--- config.mk ---
export PLATFORM = sky130hd
export DESIGN_NAME = strength_reduction_classifier_unit
export DESIGN_NICKNAME = d
export VERILOG_FILES = /design/src/hdl/src_pkg.sv /design/src/hdl/src_datapath.sv /design/src/hdl/src_ctrl.sv /design/src/hdl/strength_reduction_classifier_unit.sv
export VERILOG_INCLUDE_DIRS = /design/src /design/src/hdl
export SDC_FILE = /design/constraint.sdc
export NUM_CORES = 2
export LEC_CHECK = 0
export BUFFER_PORTS_ARGS = -buffer_cell sky130_fd_sc_hd__buf_2
export CORE_ASPECT_RATIO = 0.9
export CORE_MARGIN = 8
export CORE_UTILIZATION = 34
export DETAILED_ROUTE_END_ITERATION = 16
export GPL_ROUTABILITY_DRIVEN = 1
export PLACE_DENSITY_LB_ADDON = 0.15
export REMOVE_ABC_BUFFERS = 1
export SYNTH_ARGS = -nofsm -noshare
export SYNTH_HDL_FRONTEND = slang
export SYNTH_SLANG_ARGS = --single-unit
--- constraint.sdc ---
create_clock -name i_clk -period 11.2 [get_ports i_clk]
set_input_delay 1.12 -clock i_clk [delete_from_list [all_inputs] [get_ports i_clk]]
set_output_delay 1.12 -clock i_clk [all_outputs]
set_load 0.02 [all_outputs]
--- src/hdl/strength_reduction_classifier_unit_defines.svh ---
// assertion macros for the strength reduction classifier
`ifndef STRENGTH_REDUCTION_CLASSIFIER_UNIT_DEFINES_SVH
`define STRENGTH_REDUCTION_CLASSIFIER_UNIT_DEFINES_SVH

// implication checked on every clock edge outside reset
`define SRC_ASSERT_IMP(label, clk, rst_n, pre, post) \
    label: assert property (@(posedge clk) disable iff (!rst_n) (pre) |-> (post)) \
        else $error("assertion failed");

// implication checked in the cycle after the antecedent
`define SRC_ASSERT_NEXT(label, clk, rst_n, pre, post) \
    label: assert property (@(posedge clk) disable iff (!rst_n) (pre) |=> (post)) \
        else $error("assertion failed");

`endif

--- src/hdl/src_pkg.sv ---
// ----------------------------------------------------------------------------
// src_pkg
// shared types and constants of the strength reduction classifier
// ----------------------------------------------------------------------------
package src_pkg;

    localparam int DATA_W = 64;
    localparam int PREC_LIMIT = 128;
    localparam int PREC_START = 63;

    typedef enum logic [1:0] {
        OP_MUL = 2'd0,
        OP_DIV = 2'd1,
        OP_REM = 2'd2,
        OP_OTHER = 2'd3
    } t_op;

    typedef enum logic [3:0] {
        RK_NONE = 4'd0,
        RK_MUL_SHL = 4'd1,
        RK_SHL_ADD = 4'd2,
        RK_SHL_SUB = 4'd3,
        RK_UDIV_SHR = 4'd4,
        RK_UREM_AND = 4'd5,
        RK_SDIV_POW2 = 4'd6,
        RK_SREM_POW2 = 4'd7,
        RK_DIV_MAGIC = 4'd8,
        RK_REM_MAGIC = 4'd9
    } t_kind;

    // datapath commands
    typedef enum logic [2:0] {
        CMD_NONE = 3'd0,
        CMD_LOAD = 3'd1,
        CMD_DIV_STEP = 3'd2,
        CMD_SETUP_B = 3'd3,
        CMD_SETUP_C = 3'd4,
        CMD_SETUP_D = 3'd5,
        CMD_LOOP = 3'd6,
        CMD_FINISH = 3'd7
    } t_cmd;

    typedef struct packed {
        t_cmd cmd;
    } t_ctrl;

    typedef struct packed {
        logic magic;
        logic div_last;
        logic loop_done;
    } t_stat;

    function automatic logic is_pow2(input logic [DATA_W-1:0] v);
        return (v != '0) && ((v & (v - 64'd1)) == '0);
    endfunction

    function automatic logic [6:0] log2_of(input logic [DATA_W-1:0] v);
        logic [6:0] e;
        e = '0;
        for (int i = 0; i < DATA_W; i++) begin
            if (v[i]) e = 7'(i);
        end
        return e;
    endfunction

endpackage

--- src/hdl/src_datapath.sv ---
// ----------------------------------------------------------------------------
// src_datapath
// rule table, shared restoring divider and magic refinement loop
// ----------------------------------------------------------------------------
module src_datapath
    import src_pkg::*;
(
    input  logic              i_clk,
    input  t_ctrl             i_ctrl,
    input  logic [1:0]        i_op_kind,
    input  logic [DATA_W-1:0] i_constant_value,
    input  logic              i_operand_unsigned,
    output t_stat             o_stat,
    output logic              o_matched,
    output logic [3:0]        o_rewrite_kind,
    output logic [6:0]        o_shift_amount,
    output logic [62:0]       o_mask_value,
    output logic [63:0]       o_magic_multiplier,
    output logic              o_magic_add_flag
);

    logic [63:0] r_dmag, r_nc, r_qa, r_ra, r_qb, r_rb;
    logic        r_uns, r_neg, r_add, r_magic;
    logic [3:0]  r_kind;
    logic [6:0]  r_k;
    logic [7:0]  r_prec;
    logic [62:0] r_mask;
    logic        r_match;
    logic [1:0]  r_phase;
    // divider
    logic [63:0] r_dv_n, r_dv_d, r_dv_q, r_dv_r;
    logic [6:0]  r_dv_cnt;

    logic [64:0] dv_tr;
    logic [63:0] dv_rs;
    logic        dv_ge;
    logic [63:0] gap;
    logic        cont;

    assign dv_rs = {r_dv_r[62:0], r_dv_n[63]};
    assign dv_tr = {r_dv_r, r_dv_n[63]} - {1'b0, r_dv_d};
    assign dv_ge = !dv_tr[64];

    assign gap = r_uns ? (r_dmag - 64'd1 - r_rb) : (r_dmag - r_rb);
    assign cont = (r_prec < 8'(PREC_LIMIT))
        && ((r_qa < gap) || ((r_qa == gap) && (r_ra == '0)));

    assign o_stat.magic = r_magic;
    assign o_stat.div_last = (r_dv_cnt == 7'd64);
    assign o_stat.loop_done = !cont;

    always_ff @(posedge i_clk) begin
        case (i_ctrl.cmd)
            CMD_LOAD: begin : ld
                logic [63:0] c;
                logic sneg, gt1, gt2, uns, gen;
                logic [3:0] kd;
                logic [6:0] k;
                logic [62:0] mk;
                logic mg;
                c = i_constant_value;
                uns = i_operand_unsigned;
                sneg = c[63];
                gt1 = !sneg && (c > 64'd1);
                gt2 = !sneg && (c > 64'd2);
                gen = (c != 64'd0) && (c != 64'd1) && (c != '1);
                kd = RK_NONE; k = '0; mk = '0; mg = 1'b0;
                if (!(uns && sneg)) begin
                    case (i_op_kind)
                        OP_MUL: begin
                            if (gt1 && is_pow2(c)) begin
                                kd = RK_MUL_SHL; k = log2_of(c);
                            end else if (gt2 && is_pow2(c - 64'd1)
                                    && log2_of(c - 64'd1) >= 7'd2) begin
                                kd = RK_SHL_ADD; k = log2_of(c - 64'd1);
                            end else if (gt2 && is_pow2(c + 64'd1)
                                    && log2_of(c + 64'd1) >= 7'd2) begin
                                kd = RK_SHL_SUB; k = log2_of(c + 64'd1);
                            end
                        end
                        OP_DIV, OP_REM: begin
                            if (gt1 && is_pow2(c)) begin
                                k = log2_of(c);
                                if (i_op_kind == OP_DIV) begin
                                    kd = uns ? RK_UDIV_SHR : RK_SDIV_POW2;
                                end else begin
                                    kd = uns ? RK_UREM_AND : RK_SREM_POW2;
                                    mk = c[62:0] - 63'd1;
                                end
                            end else if (gen) begin
                                kd = (i_op_kind == OP_DIV) ? RK_DIV_MAGIC : RK_REM_MAGIC;
                                mg = 1'b1;
                            end
                        end
                        default: kd = RK_NONE;
                    endcase
                end
                r_uns <= uns; r_neg <= sneg;
                r_kind <= kd; r_k <= k; r_mask <= mk; r_magic <= mg;
                r_match <= (kd != RK_NONE);
                r_dmag <= sneg ? (64'd0 - c) : c;
                r_add <= 1'b0;
                r_phase <= 2'd0;
                // first division: t % dmag (signed) or (-d) % d (unsigned)
                r_dv_n <= uns ? (64'd0 - c) : (64'h8000000000000000 | {63'd0, sneg});
                r_dv_d <= sneg ? (64'd0 - c) : c;
                r_dv_q <= '0; r_dv_r <= '0; r_dv_cnt <= '0;
            end
            CMD_DIV_STEP: begin
                r_dv_r <= dv_ge ? dv_tr[63:0] : dv_rs;
                r_dv_q <= {r_dv_q[62:0], dv_ge};
                r_dv_n <= {r_dv_n[62:0], 1'b0};
                r_dv_cnt <= r_dv_cnt + 7'd1;
            end
            CMD_SETUP_B: begin
                // nc from remainder, then divide 2^63 by nc
                if (r_uns) begin
                    r_nc <= '1 - r_dv_r;
                    r_dv_d <= '1 - r_dv_r;
                end else begin
                    r_nc <= (64'h8000000000000000 | {63'd0, r_neg}) - 64'd1 - r_dv_r;
                    r_dv_d <= (64'h8000000000000000 | {63'd0, r_neg}) - 64'd1 - r_dv_r;
                end
                r_dv_n <= 64'h8000000000000000;
                r_dv_q <= '0; r_dv_r <= '0; r_dv_cnt <= '0;
            end
            CMD_SETUP_C: begin
                r_qa <= r_dv_q; r_ra <= r_dv_r;
                r_dv_n <= r_uns ? 64'h7fffffffffffffff : 64'h8000000000000000;
                r_dv_d <= r_dmag;
                r_dv_q <= '0; r_dv_r <= '0; r_dv_cnt <= '0;
            end
            CMD_SETUP_D: begin
                r_qb <= r_dv_q; r_rb <= r_dv_r;
                r_prec <= 8'(PREC_START);
            end
            CMD_LOOP: begin
                r_prec <= r_prec + 8'd1;
                if (r_uns) begin
                    if (r_ra >= r_nc - r_ra) begin
                        r_qa <= {r_qa[62:0], 1'b1}; r_ra <= {r_ra[62:0], 1'b0} - r_nc;
                    end else begin
                        r_qa <= {r_qa[62:0], 1'b0}; r_ra <= {r_ra[62:0], 1'b0};
                    end
                    if (r_rb + 64'd1 >= r_dmag - r_rb) begin
                        if (r_qb >= 64'h7fffffffffffffff) r_add <= 1'b1;
                        r_qb <= {r_qb[62:0], 1'b1};
                        r_rb <= {r_rb[62:0], 1'b1} - r_dmag;
                    end else begin
                        if (r_qb >= 64'h8000000000000000) r_add <= 1'b1;
                        r_qb <= {r_qb[62:0], 1'b0};
                        r_rb <= {r_rb[62:0], 1'b1};
                    end
                end else begin
                    if ({r_ra[62:0], 1'b0} >= r_nc) begin
                        r_qa <= {r_qa[62:0], 1'b1}; r_ra <= {r_ra[62:0], 1'b0} - r_nc;
                    end else begin
                        r_qa <= {r_qa[62:0], 1'b0}; r_ra <= {r_ra[62:0], 1'b0};
                    end
                    if ({r_rb[62:0], 1'b0} >= r_dmag) begin
                        r_qb <= {r_qb[62:0], 1'b1}; r_rb <= {r_rb[62:0], 1'b0} - r_dmag;
                    end else begin
                        r_qb <= {r_qb[62:0], 1'b0}; r_rb <= {r_rb[62:0], 1'b0};
                    end
                end
            end
            CMD_FINISH: begin
                r_qb <= (r_neg && !r_uns) ? (64'd0 - (r_qb + 64'd1)) : (r_qb + 64'd1);
                r_k <= 7'(r_prec - 8'd64);
                r_phase <= 2'd1;
            end
            default: r_phase <= r_phase;
        endcase
    end

    assign o_matched = r_match;
    assign o_rewrite_kind = r_kind;
    assign o_shift_amount = r_k;
    assign o_mask_value = r_mask;
    assign o_magic_multiplier = (r_magic && r_phase == 2'd1) ? r_qb : '0;
    assign o_magic_add_flag = r_magic && r_uns && r_add;

endmodule

--- src/hdl/src_ctrl.sv ---
// ----------------------------------------------------------------------------
// src_ctrl
// sequencer for the classifier datapath and the handshakes
// ----------------------------------------------------------------------------
module src_ctrl
    import src_pkg::*;
(
    input  logic  i_clk,
    input  logic  i_rst_n,
    input  logic  i_valid,
    output logic  o_ready,
    output logic  o_valid,
    input  logic  i_ready,
    input  t_stat i_stat,
    output t_ctrl o_ctrl
);

    typedef enum logic [2:0] {
        S_IDLE, S_CHECK, S_DIV_A, S_DIV_B, S_DIV_C, S_LOOP, S_OUT
    } t_state;

    t_state r_state;
    logic   r_valid;
    // the loop body runs at least once
    logic   r_first;

    assign o_ready = (r_state == S_IDLE);
    assign o_valid = r_valid;

    always_comb begin
        o_ctrl.cmd = CMD_NONE;
        case (r_state)
            S_IDLE: if (i_valid) o_ctrl.cmd = CMD_LOAD;
            S_DIV_A: o_ctrl.cmd = i_stat.div_last ? CMD_SETUP_B : CMD_DIV_STEP;
            S_DIV_B: o_ctrl.cmd = i_stat.div_last ? CMD_SETUP_C : CMD_DIV_STEP;
            S_DIV_C: o_ctrl.cmd = i_stat.div_last ? CMD_SETUP_D : CMD_DIV_STEP;
            S_LOOP: o_ctrl.cmd = (i_stat.loop_done && !r_first) ? CMD_FINISH : CMD_LOOP;
            default: o_ctrl.cmd = CMD_NONE;
        endcase
    end

    always_ff @(posedge i_clk) begin
        if (!i_rst_n) begin
            r_state <= S_IDLE;
            r_valid <= 1'b0;
            r_first <= 1'b0;
        end else begin
            case (r_state)
                S_IDLE: if (i_valid) r_state <= S_CHECK;
                S_CHECK: begin
                    if (i_stat.magic) begin
                        r_state <= S_DIV_A;
                    end else begin
                        r_state <= S_OUT;
                        r_valid <= 1'b1;
                    end
                end
                S_DIV_A: if (i_stat.div_last) r_state <= S_DIV_B;
                S_DIV_B: if (i_stat.div_last) r_state <= S_DIV_C;
                S_DIV_C: if (i_stat.div_last) begin
                    r_state <= S_LOOP;
                    r_first <= 1'b1;
                end
                S_LOOP: begin
                    r_first <= 1'b0;
                    if (i_stat.loop_done && !r_first) begin
                        r_state <= S_OUT;
                        r_valid <= 1'b1;
                    end
                end
                S_OUT: if (i_ready) begin
                    r_valid <= 1'b0;
                    r_state <= S_IDLE;
                end
                default: r_state <= S_IDLE;
            endcase
        end
    end

endmodule

--- src/hdl/strength_reduction_classifier_unit.sv ---
// ----------------------------------------------------------------------------
// strength_reduction_classifier_unit
// classifies x op C and returns the rewrite, with magic division constants
// ----------------------------------------------------------------------------
// channel | direction | handshake
// in      | input     | i_valid / o_ready
// out     | output    | o_valid / i_ready
// non-magic items: after accept the sequencer passes the check state, then raises valid
// magic items run three 64-bit divisions one after another on one shared divider,
// each followed by a setup step, then the refinement loop of at least one step
// (bounded by the precision limit) and a finish step before valid is raised
// one transaction in flight; ready is low until the result is taken
// synchronous active-low reset returns the sequencer to idle
// ----------------------------------------------------------------------------
`include "strength_reduction_classifier_unit_defines.svh"

module strength_reduction_classifier_unit
    import src_pkg::*;
(
    input  logic        i_clk,
    input  logic        i_rst_n,
    input  logic        i_valid,
    output logic        o_ready,
    input  logic [1:0]  i_op_kind,
    input  logic [63:0] i_constant_value,
    input  logic        i_operand_unsigned,
    output logic        o_valid,
    input  logic        i_ready,
    output logic        o_matched,
    output logic [3:0]  o_rewrite_kind,
    output logic [6:0]  o_shift_amount,
    output logic [62:0] o_mask_value,
    output logic [63:0] o_magic_multiplier,
    output logic        o_magic_add_flag
);

    t_ctrl ctrl;
    t_stat stat;

    src_ctrl u_ctrl (
        .i_clk(i_clk), .i_rst_n(i_rst_n), .i_valid(i_valid), .o_ready(o_ready),
        .o_valid(o_valid), .i_ready(i_ready), .i_stat(stat), .o_ctrl(ctrl)
    );

    src_datapath u_dp (
        .i_clk(i_clk), .i_ctrl(ctrl), .i_op_kind(i_op_kind),
        .i_constant_value(i_constant_value), .i_operand_unsigned(i_operand_unsigned),
        .o_stat(stat), .o_matched(o_matched), .o_rewrite_kind(o_rewrite_kind),
        .o_shift_amount(o_shift_amount), .o_mask_value(o_mask_value),
        .o_magic_multiplier(o_magic_multiplier), .o_magic_add_flag(o_magic_add_flag)
    );

    `SRC_ASSERT_IMP(a_no_accept_busy, i_clk, i_rst_n, o_valid, !o_ready)
    `SRC_ASSERT_IMP(a_nomatch_zero, i_clk, i_rst_n, o_valid && !o_matched,
        o_rewrite_kind == RK_NONE && o_magic_multiplier == '0)
    `SRC_ASSERT_NEXT(a_accept_busy, i_clk, i_rst_n, i_valid && o_ready, !o_ready && !o_valid)

endmodule
Word-level counts from Yosys, hierarchy flattened
Index checks and enable logic that the tools add are counted.
Cells by class
  $add $sub $neg: 23
  $lt $le $gt $ge: 12
  equal/unequal tests: 30
  multiplexer cells: 274
  bitwise operators: 5
  reductions and logical operators: 54
Operator list (number)
  $mux 7: 168
  $mux 64: 14
  $pmux 64 s2: 5
  $sub 64x64->64: 7
  $pmux 64 s3: 2
  $sub 64x1->64 const B: 5
  $ge 64x64->1: 4
  $logic_not 64->1: 4
  $pmux 64 s4: 1
  $add 64x1->64 const B: 3
  $and 64x64->64: 3
  $reduce_bool 64->1: 3
  $sub 1x64->64 const A: 2
  $sub 65x64->65: 1
  $eq 64x64->1: 1
  $ge 64x63->1 const B: 1
  $ge 64x64->1 const B: 1
  $gt 64x1->1 const B: 1
  $gt 64x2->1 const B: 1
  $lt 64x64->1: 1
  $mux 4: 16
  $ne 64x1->1 const B: 1
  $ne 64x64->1 const B: 1
  $sub 64x64->64 const A: 1
  43 further kinds: 151
Word-level totals
  register bits: 741
  output and inout bits: 142
  word-level logic and storage cells: 422

Depth between registers and ports, before layout
  word-level depth: 84
  mapped depth: 35

Cells and area by module
A second synthesis with hierarchy kept.
Unflattened totals
  cell total of the unflattened synthesis: 9233
  area, all modules: 74227.4 um2
By module, submodules not included
  src_datapath: instances 1, cells an instance 9187, area an instance 73867.1 um2, sequential area each 22071.2 um2
  src_ctrl: instances 1, cells an instance 46, area an instance 360.3 um2, sequential area each 100.1 um2

Worst setup path after synthesis
Ideal clock, no wire load.
  path kind: reg2reg
  start point: register u_dp.r_dmag[0]
  end point: register u_dp.r_qa[0] (enable)
  library setup time: 0.492 ns
  data arrival time: 7.941 ns
  data required time: 10.708 ns
  setup slack: 2.767 ns
  cell stages (with the launch flop): 27
  path buffers: 2
  period minus slack after synthesis: 8.433 ns
  cell sequence: edfxtp_1 > inv_1 > ha_1 > inv_1 > fa_1 > a21oi_1 > o21bai_1 > nor2_1 > a21oi_1 > a21oi_1 > o21ai_0 > xnor2_1 > ha_1 > a21o_1 > a21o_1 > a21o_1 > a21o_1 > a21o_1 > a21o_1 > a221o_1 > a2111oi_0 > o211ai_1 > o311ai_1 > nand3_1 > clkbuf_1 > clkbuf_1 > nand2_1
On the way
  word-level cells in the longest chain between the ends: 13
RTL lines
  start, declared: line src_datapath.sv:22  | logic [63:0] r_dmag, r_nc, r_qa, r_ra, r_qb, r_rb;
  start signal, assigned: line src_datapath.sv:101  | r_dmag <= sneg ? (64'd0 - c) : c;
  $sub 64x1->64: line src_datapath.sv:44  | assign gap = r_uns ? (r_dmag - 64'd1 - r_rb) : (r_dmag - r_rb);
  $sub 64x64->64: line src_datapath.sv:44
  $mux 64 (*): line src_datapath.sv:44
  branches (longest 2 deep; another with $lt 64x64->1)
  $logic_or 1x1->1 (*): line src_datapath.sv:46  | && ((r_qa < gap) || ((r_qa == gap) && (r_ra == '0)));
  $logic_and 1x1->1 (*): line src_datapath.sv:46
  $logic_not 1->1 (*): line src_datapath.sv:50  | assign o_stat.loop_done = !cont;
  $logic_and 1x1->1 (*): line src_ctrl.sv:37  | S_LOOP: o_ctrl.cmd = (i_stat.loop_done && !r_first) ? CMD_FINISH : CMD_LOOP;
  $mux 1 (*): line src_ctrl.sv:37
  $pmux 3 s5 (*): line src_ctrl.sv:32  | case (r_state)
  $eq 3x3->1: line src_datapath.sv:53  | case (i_ctrl.cmd)
  $reduce_bool 2->1 (no source line) (*)
  end signal, assigned: line src_datapath.sv:128  | r_qa <= r_dv_q; r_ra <= r_dv_r;
  end signal, assigned: line src_datapath.sv:141  | r_qa <= {r_qa[62:0], 1'b1}; r_ra <= {r_ra[62:0], 1'b0} - r_nc;
  end signal, assigned: line src_datapath.sv:143  | r_qa <= {r_qa[62:0], 1'b0}; r_ra <= {r_ra[62:0], 1'b0};
  end, declared: line src_datapath.sv:22
Mark *: on every way between the ends.
A chain may end at the register's enable or synchronous reset.

Worst setup path after layout
  start point: input port i_constant_value[0]
  end point: register u_dp.r_match (netlist: u_dp.o_matched) (data pin)
On the way
  word-level cells in the longest chain between the ends: 78
RTL lines
  start, declared: line strength_reduction_classifier_unit.sv:25  | input logic [63:0] i_constant_value,
  $add 64x1->64: line src_datapath.sv:76, src_datapath.sv:77
  $mux 1: line src_pkg.sv:61  | if (v[i]) e = 7'(i);
  $mux 2 (2 in series): line src_pkg.sv:61
  $mux 3 (4 in series): line src_pkg.sv:61
  $mux 4: line src_pkg.sv:61
  $mux 7 (55 in series): line src_pkg.sv:61
  $mux 7: line src_datapath.sv:73  | end else if (gt2 && is_pow2(c - 64'd1)
  $mux 7: line src_datapath.sv:71  | if (gt1 && is_pow2(c)) begin
  (+4 left out)
  $logic_and 1x1->1: line src_datapath.sv:77  | && log2_of(c + 64'd1) >= 7'd2) begin
  $mux 2: line src_datapath.sv:76  | end else if (gt2 && is_pow2(c + 64'd1)
  $mux 4: line src_datapath.sv:73
  $mux 4: line src_datapath.sv:71
  $pmux 4 s2 (*): line src_datapath.sv:69  | case (i_op_kind)
  $mux 4 (*): line src_datapath.sv:68  | if (!(uns && sneg)) begin
  $mux 4 (*): line src_datapath.sv:53
  $reduce_bool 4->1 (*): line src_datapath.sv:100  | r_match <= (kd != RK_NONE);
  end signal, assigned: line src_datapath.sv:100
  end, declared: line src_datapath.sv:28  | logic r_match;
Mark *: on every way between the ends. The rest lies on a longest branch, timed or not. The select of a mux whose other input is x is not followed.

==> run_results.csv <==
group,metric,value,unit
synth,seq_area_frac_synth,0.303,
route,ant_nets,0,
sta,hold_violations,0,
synth,syn-cell-area,73100,µm²
pwr,p_leak,31.7,nW
cts,cts_hold_buf,0,
synth,synth_fa_ha_area_frac,0.104,
pwr,power_density,229,nW/µm²
sta,slew_viol_final,4,
sta,setup_viol,0,
global_routing,antenna_found_initial,62,
synth,synth_top_family_by_area,"compound AO/OA/AOI/OAI gates",
synth,synth_area_leaders,"edfxtp_1 (30%), ha_1 (10%), xnor2_1 (6.2%)",
die,dieArea,230000,µm²
final_layout,final_common_cell,"nand2_1",
global_routing,grt_overflow,0,
route,vias_per_cell,6.09,
critical_path,path_class,"primary input to flip-flop",
synth,ys_warn_count,0,
synth,yosysTopAreaCellShare,0.302,
place,numPortBuffers,212,
synth,syn_inst,9091,
place,hpwl,291000,µm
final_layout,nets,9732,
critical_path,path_depth,25,
route,vias,73400,
final_layout,fillers,22500,
route,dr.pass1.iters,6,
critical_path,ff2ff_path_depth,29,
cts,worstSkewPairLatency,0.78,ns
die,rows,161,
synth,synthSimpleGateAreaFrac,0.215,
global_routing,grt_pass1_wl,507000,µm
final_layout,layout-drive-gt1-share,0.0708,
cts,post_cts_resized,0,
cts,postCtsSetupBuffers,0,
sta,fmax,109,MHz
critical_path,startpoint_type,"primary input",
synth,synth_compound_area_frac,0.225,
critical_path,worstPathMaxFanout,6,
cts,cts_buffer_depth,3,
die,io_pins,213,
synth,ys_ff_latch,740,
hold_path,whs_path_depth,2,
cts,numCtsBuffers,95,
route,wirelength,358000,µm
critical_path,critPathCaptureType,"flip-flop",
die,die_y,456,µm
cts,tritoncts,"built",
critical_path,slowest_stage,"a2111oi_0",
sta,slew-limit-headroom,-0.0253,
critical_path,crit_family,"simple AND/OR/NAND/NOR gates",
route,drcViolationCount,0,
synth,avgSynthCellArea,8.04,µm²
sta,timing.final.crit_share,0.822,
global_routing,grt_max_degree,81,
synth,post-synth-top-area-cell,"edfxtp_1",
final_layout,fin_cells,12000,
hold_path,min_path_type,"flip-flop to flip-flop",
cts,htree_levels,3,
cts,clk_pin_slew,0.06,ns
cts,cts-root-buf,"clkbuf_16",
sta,clock_skew,0.0451,ns
sta,final.setup.tns,0,ns
place,dp_cells,11800,
synth,synth-edff-count,735,
synth,synthXorXnorAreaFrac,0.0864,
pwr,peakVddDrop,257,µV
route,initialDrtViolationCount,8100,
final_layout,area_growth,10.1,%
synth,postSynth.asyncResetShare,0,
critical_path,cp.required,11.71,ns
status,status,"finished with violations",
status,violations,"capacitance limit, slew limit",
synth,synthMuxAreaShare,0.0126,
place,place_congestion,1.03,
route,avgRoutedWirePerCell,29.8,µm
final_layout,mostFrequentLayoutCells,"nand2_1 (964), nor2_1 (881), a21oi_1 (828), edfxtp_1 (735), o21ai_0 (601)",
synth,synth_flop_cell,"edfxtp_1",
critical_path,cp.arrival,9.71,ns
die,fp.dieW,505,µm
die,core_area,214000,µm²
global_routing,grt_usage,0.295,
critical_path,path_buf_inv,4,
die,start_util,0.342,
sta,min_period,9.20,ns
critical_path,cp_common_cell,"or3_1",
cts,cts_num_sinks,740,
critical_path,slowest_delay,0.73,ns
sta,tightest_slew,1.53,ns
global_routing,first_global_vias,69000,
flow_run,maxCapViolations,1,
synth,synth.distinct_cells,105,
sta,rsz0062_at_grt,"no",
==> area by class of cell <==
type                            count  area (µm²)  area share
Clock buffer                      102        2400      0.0299
Timing Repair Buffer              339        2060      0.0255
Antenna cell                       47         118     0.00146
Multi-Input combinational cell   7311       47200       0.587
Clock inverter                     77         797     0.00990
Tap cell                         2852        3570      0.0443
Inverter                          574        2170      0.0270
Sequential cell                   740       22200       0.275
==> worst reg2reg max path, delay by kind of cell (launching register included) <==
family          cells  cell delay [ns]
fa+ha+maj           3             0.87
compound gates     16             5.03
xor+xnor            1             0.19
simple gates        3             0.47
buf+inv             6             2.03
flops               1             0.45
==> path summary, 6_finish.rpt <==
kind / slack, ns / startpoint / to
worst max register to register: 2.01 / u_dp.r_dmag[0] / u_dp.r_qb[45]
worst min-delay path: 0.49 / u_ctrl.r_first / u_ctrl.r_first
worst max-delay path: 2.00 / i_constant_value[0] / u_dp.o_matched
worst min register to register: 0.49 / u_ctrl.r_first / u_ctrl.r_first
==> cells in the mapped netlist, types with 44 or more instances <==
| master | number |
|---|---|
| a21oi_1 | 829 |
| inv_1 | 572 |
| nand2_1 | 971 |
| clkbuf_1 | 394 |
| nand3_1 | 246 |
| a31oi_1 | 157 |
| o22ai_1 | 49 |
| nor4_1 | 140 |
| nand4_1 | 230 |
| a22oi_1 | 46 |
| or3_1 | 78 |
| xor2_1 | 204 |
| and3_1 | 196 |
| o221ai_1 | 44 |
| mux2i_1 | 83 |
| nor2b_1 | 54 |
| xnor2_1 | 517 |
| a21o_1 | 243 |
| a221o_1 | 68 |
| ha_1 | 593 |
| and2_1 | 46 |
| o21ai_0 | 603 |
| nor2_1 | 885 |
| edfxtp_1 | 735 |
| nor3_1 | 189 |
| o21bai_1 | 90 |
| nand2b_1 | 58 |
| a211oi_1 | 57 |
| o21a_1 | 95 |
==> logic make-up after synthesis <==
logic type / count (synthesis)
flip-flops: 740
AND/OR/NAND/NOR: 3277
buffers and inverters: 1040
AO/OA/AOI/OAI: 2620
adder cells (fa/ha/maj): 602
multiplexers: 91
XOR/XNOR: 721
==> routing by layer <==
metal	wire (µm)	track usage	share of wire	vias to the layer above
met5	228	0	0.00064	-
met2	153000	0.452	0.43	3256
met4	16300	0.111	0.046	34
met1	158000	0.401	0.44	36100
met3	30500	0.0723	0.085	608
li1	-	-	-	33400
==> where the power goes <==
part	switching, mW	total [mW]	internal, mW
registers	0.856	5.18	4.33
logic	6.70	9.98	3.28
clock network	1.41	3.27	1.86
==> through the flow <==
stage	area, µm²	hold slack, ns	utilization	setup WS [ns]	power (mW)
after global placement	77100	0.478	0.361	1.36	14.9
after detailed placement	77200	0.474	0.361	1.34	14.9
final	80500	0.488	0.376	2.00	18.4
after floorplan	71300	0.452	-	-5.34	11.1
after global routing	80400	0.527	0.376	1.60	19.4
after CTS	80400	0.491	0.376	2.16	18.3
==> state kept, by name, summed over array words and instances, names as in the netlist, 4 cells and up <==
| register | cells |
|---|---|
| u_dp.r_dv_q | 64 |
| u_dp.r_dmag | 64 |
| u_dp.r_prec | 8 |
| u_dp.r_qb | 64 |
| u_dp.o_rewrite_kind | 4 |
| u_dp.o_mask_value | 63 |
| u_dp.r_dv_r | 64 |
| u_dp.r_nc | 64 |
| u_dp.r_qa | 64 |
| u_dp.r_dv_cnt | 7 |
| u_dp.r_dv_d | 64 |
| u_dp.o_shift_amount | 7 |
| u_dp.r_rb | 64 |
| u_dp.r_ra | 64 |
| u_dp.r_dv_n | 64 |
No activity file was read; power rests on OpenSTA's default activity.
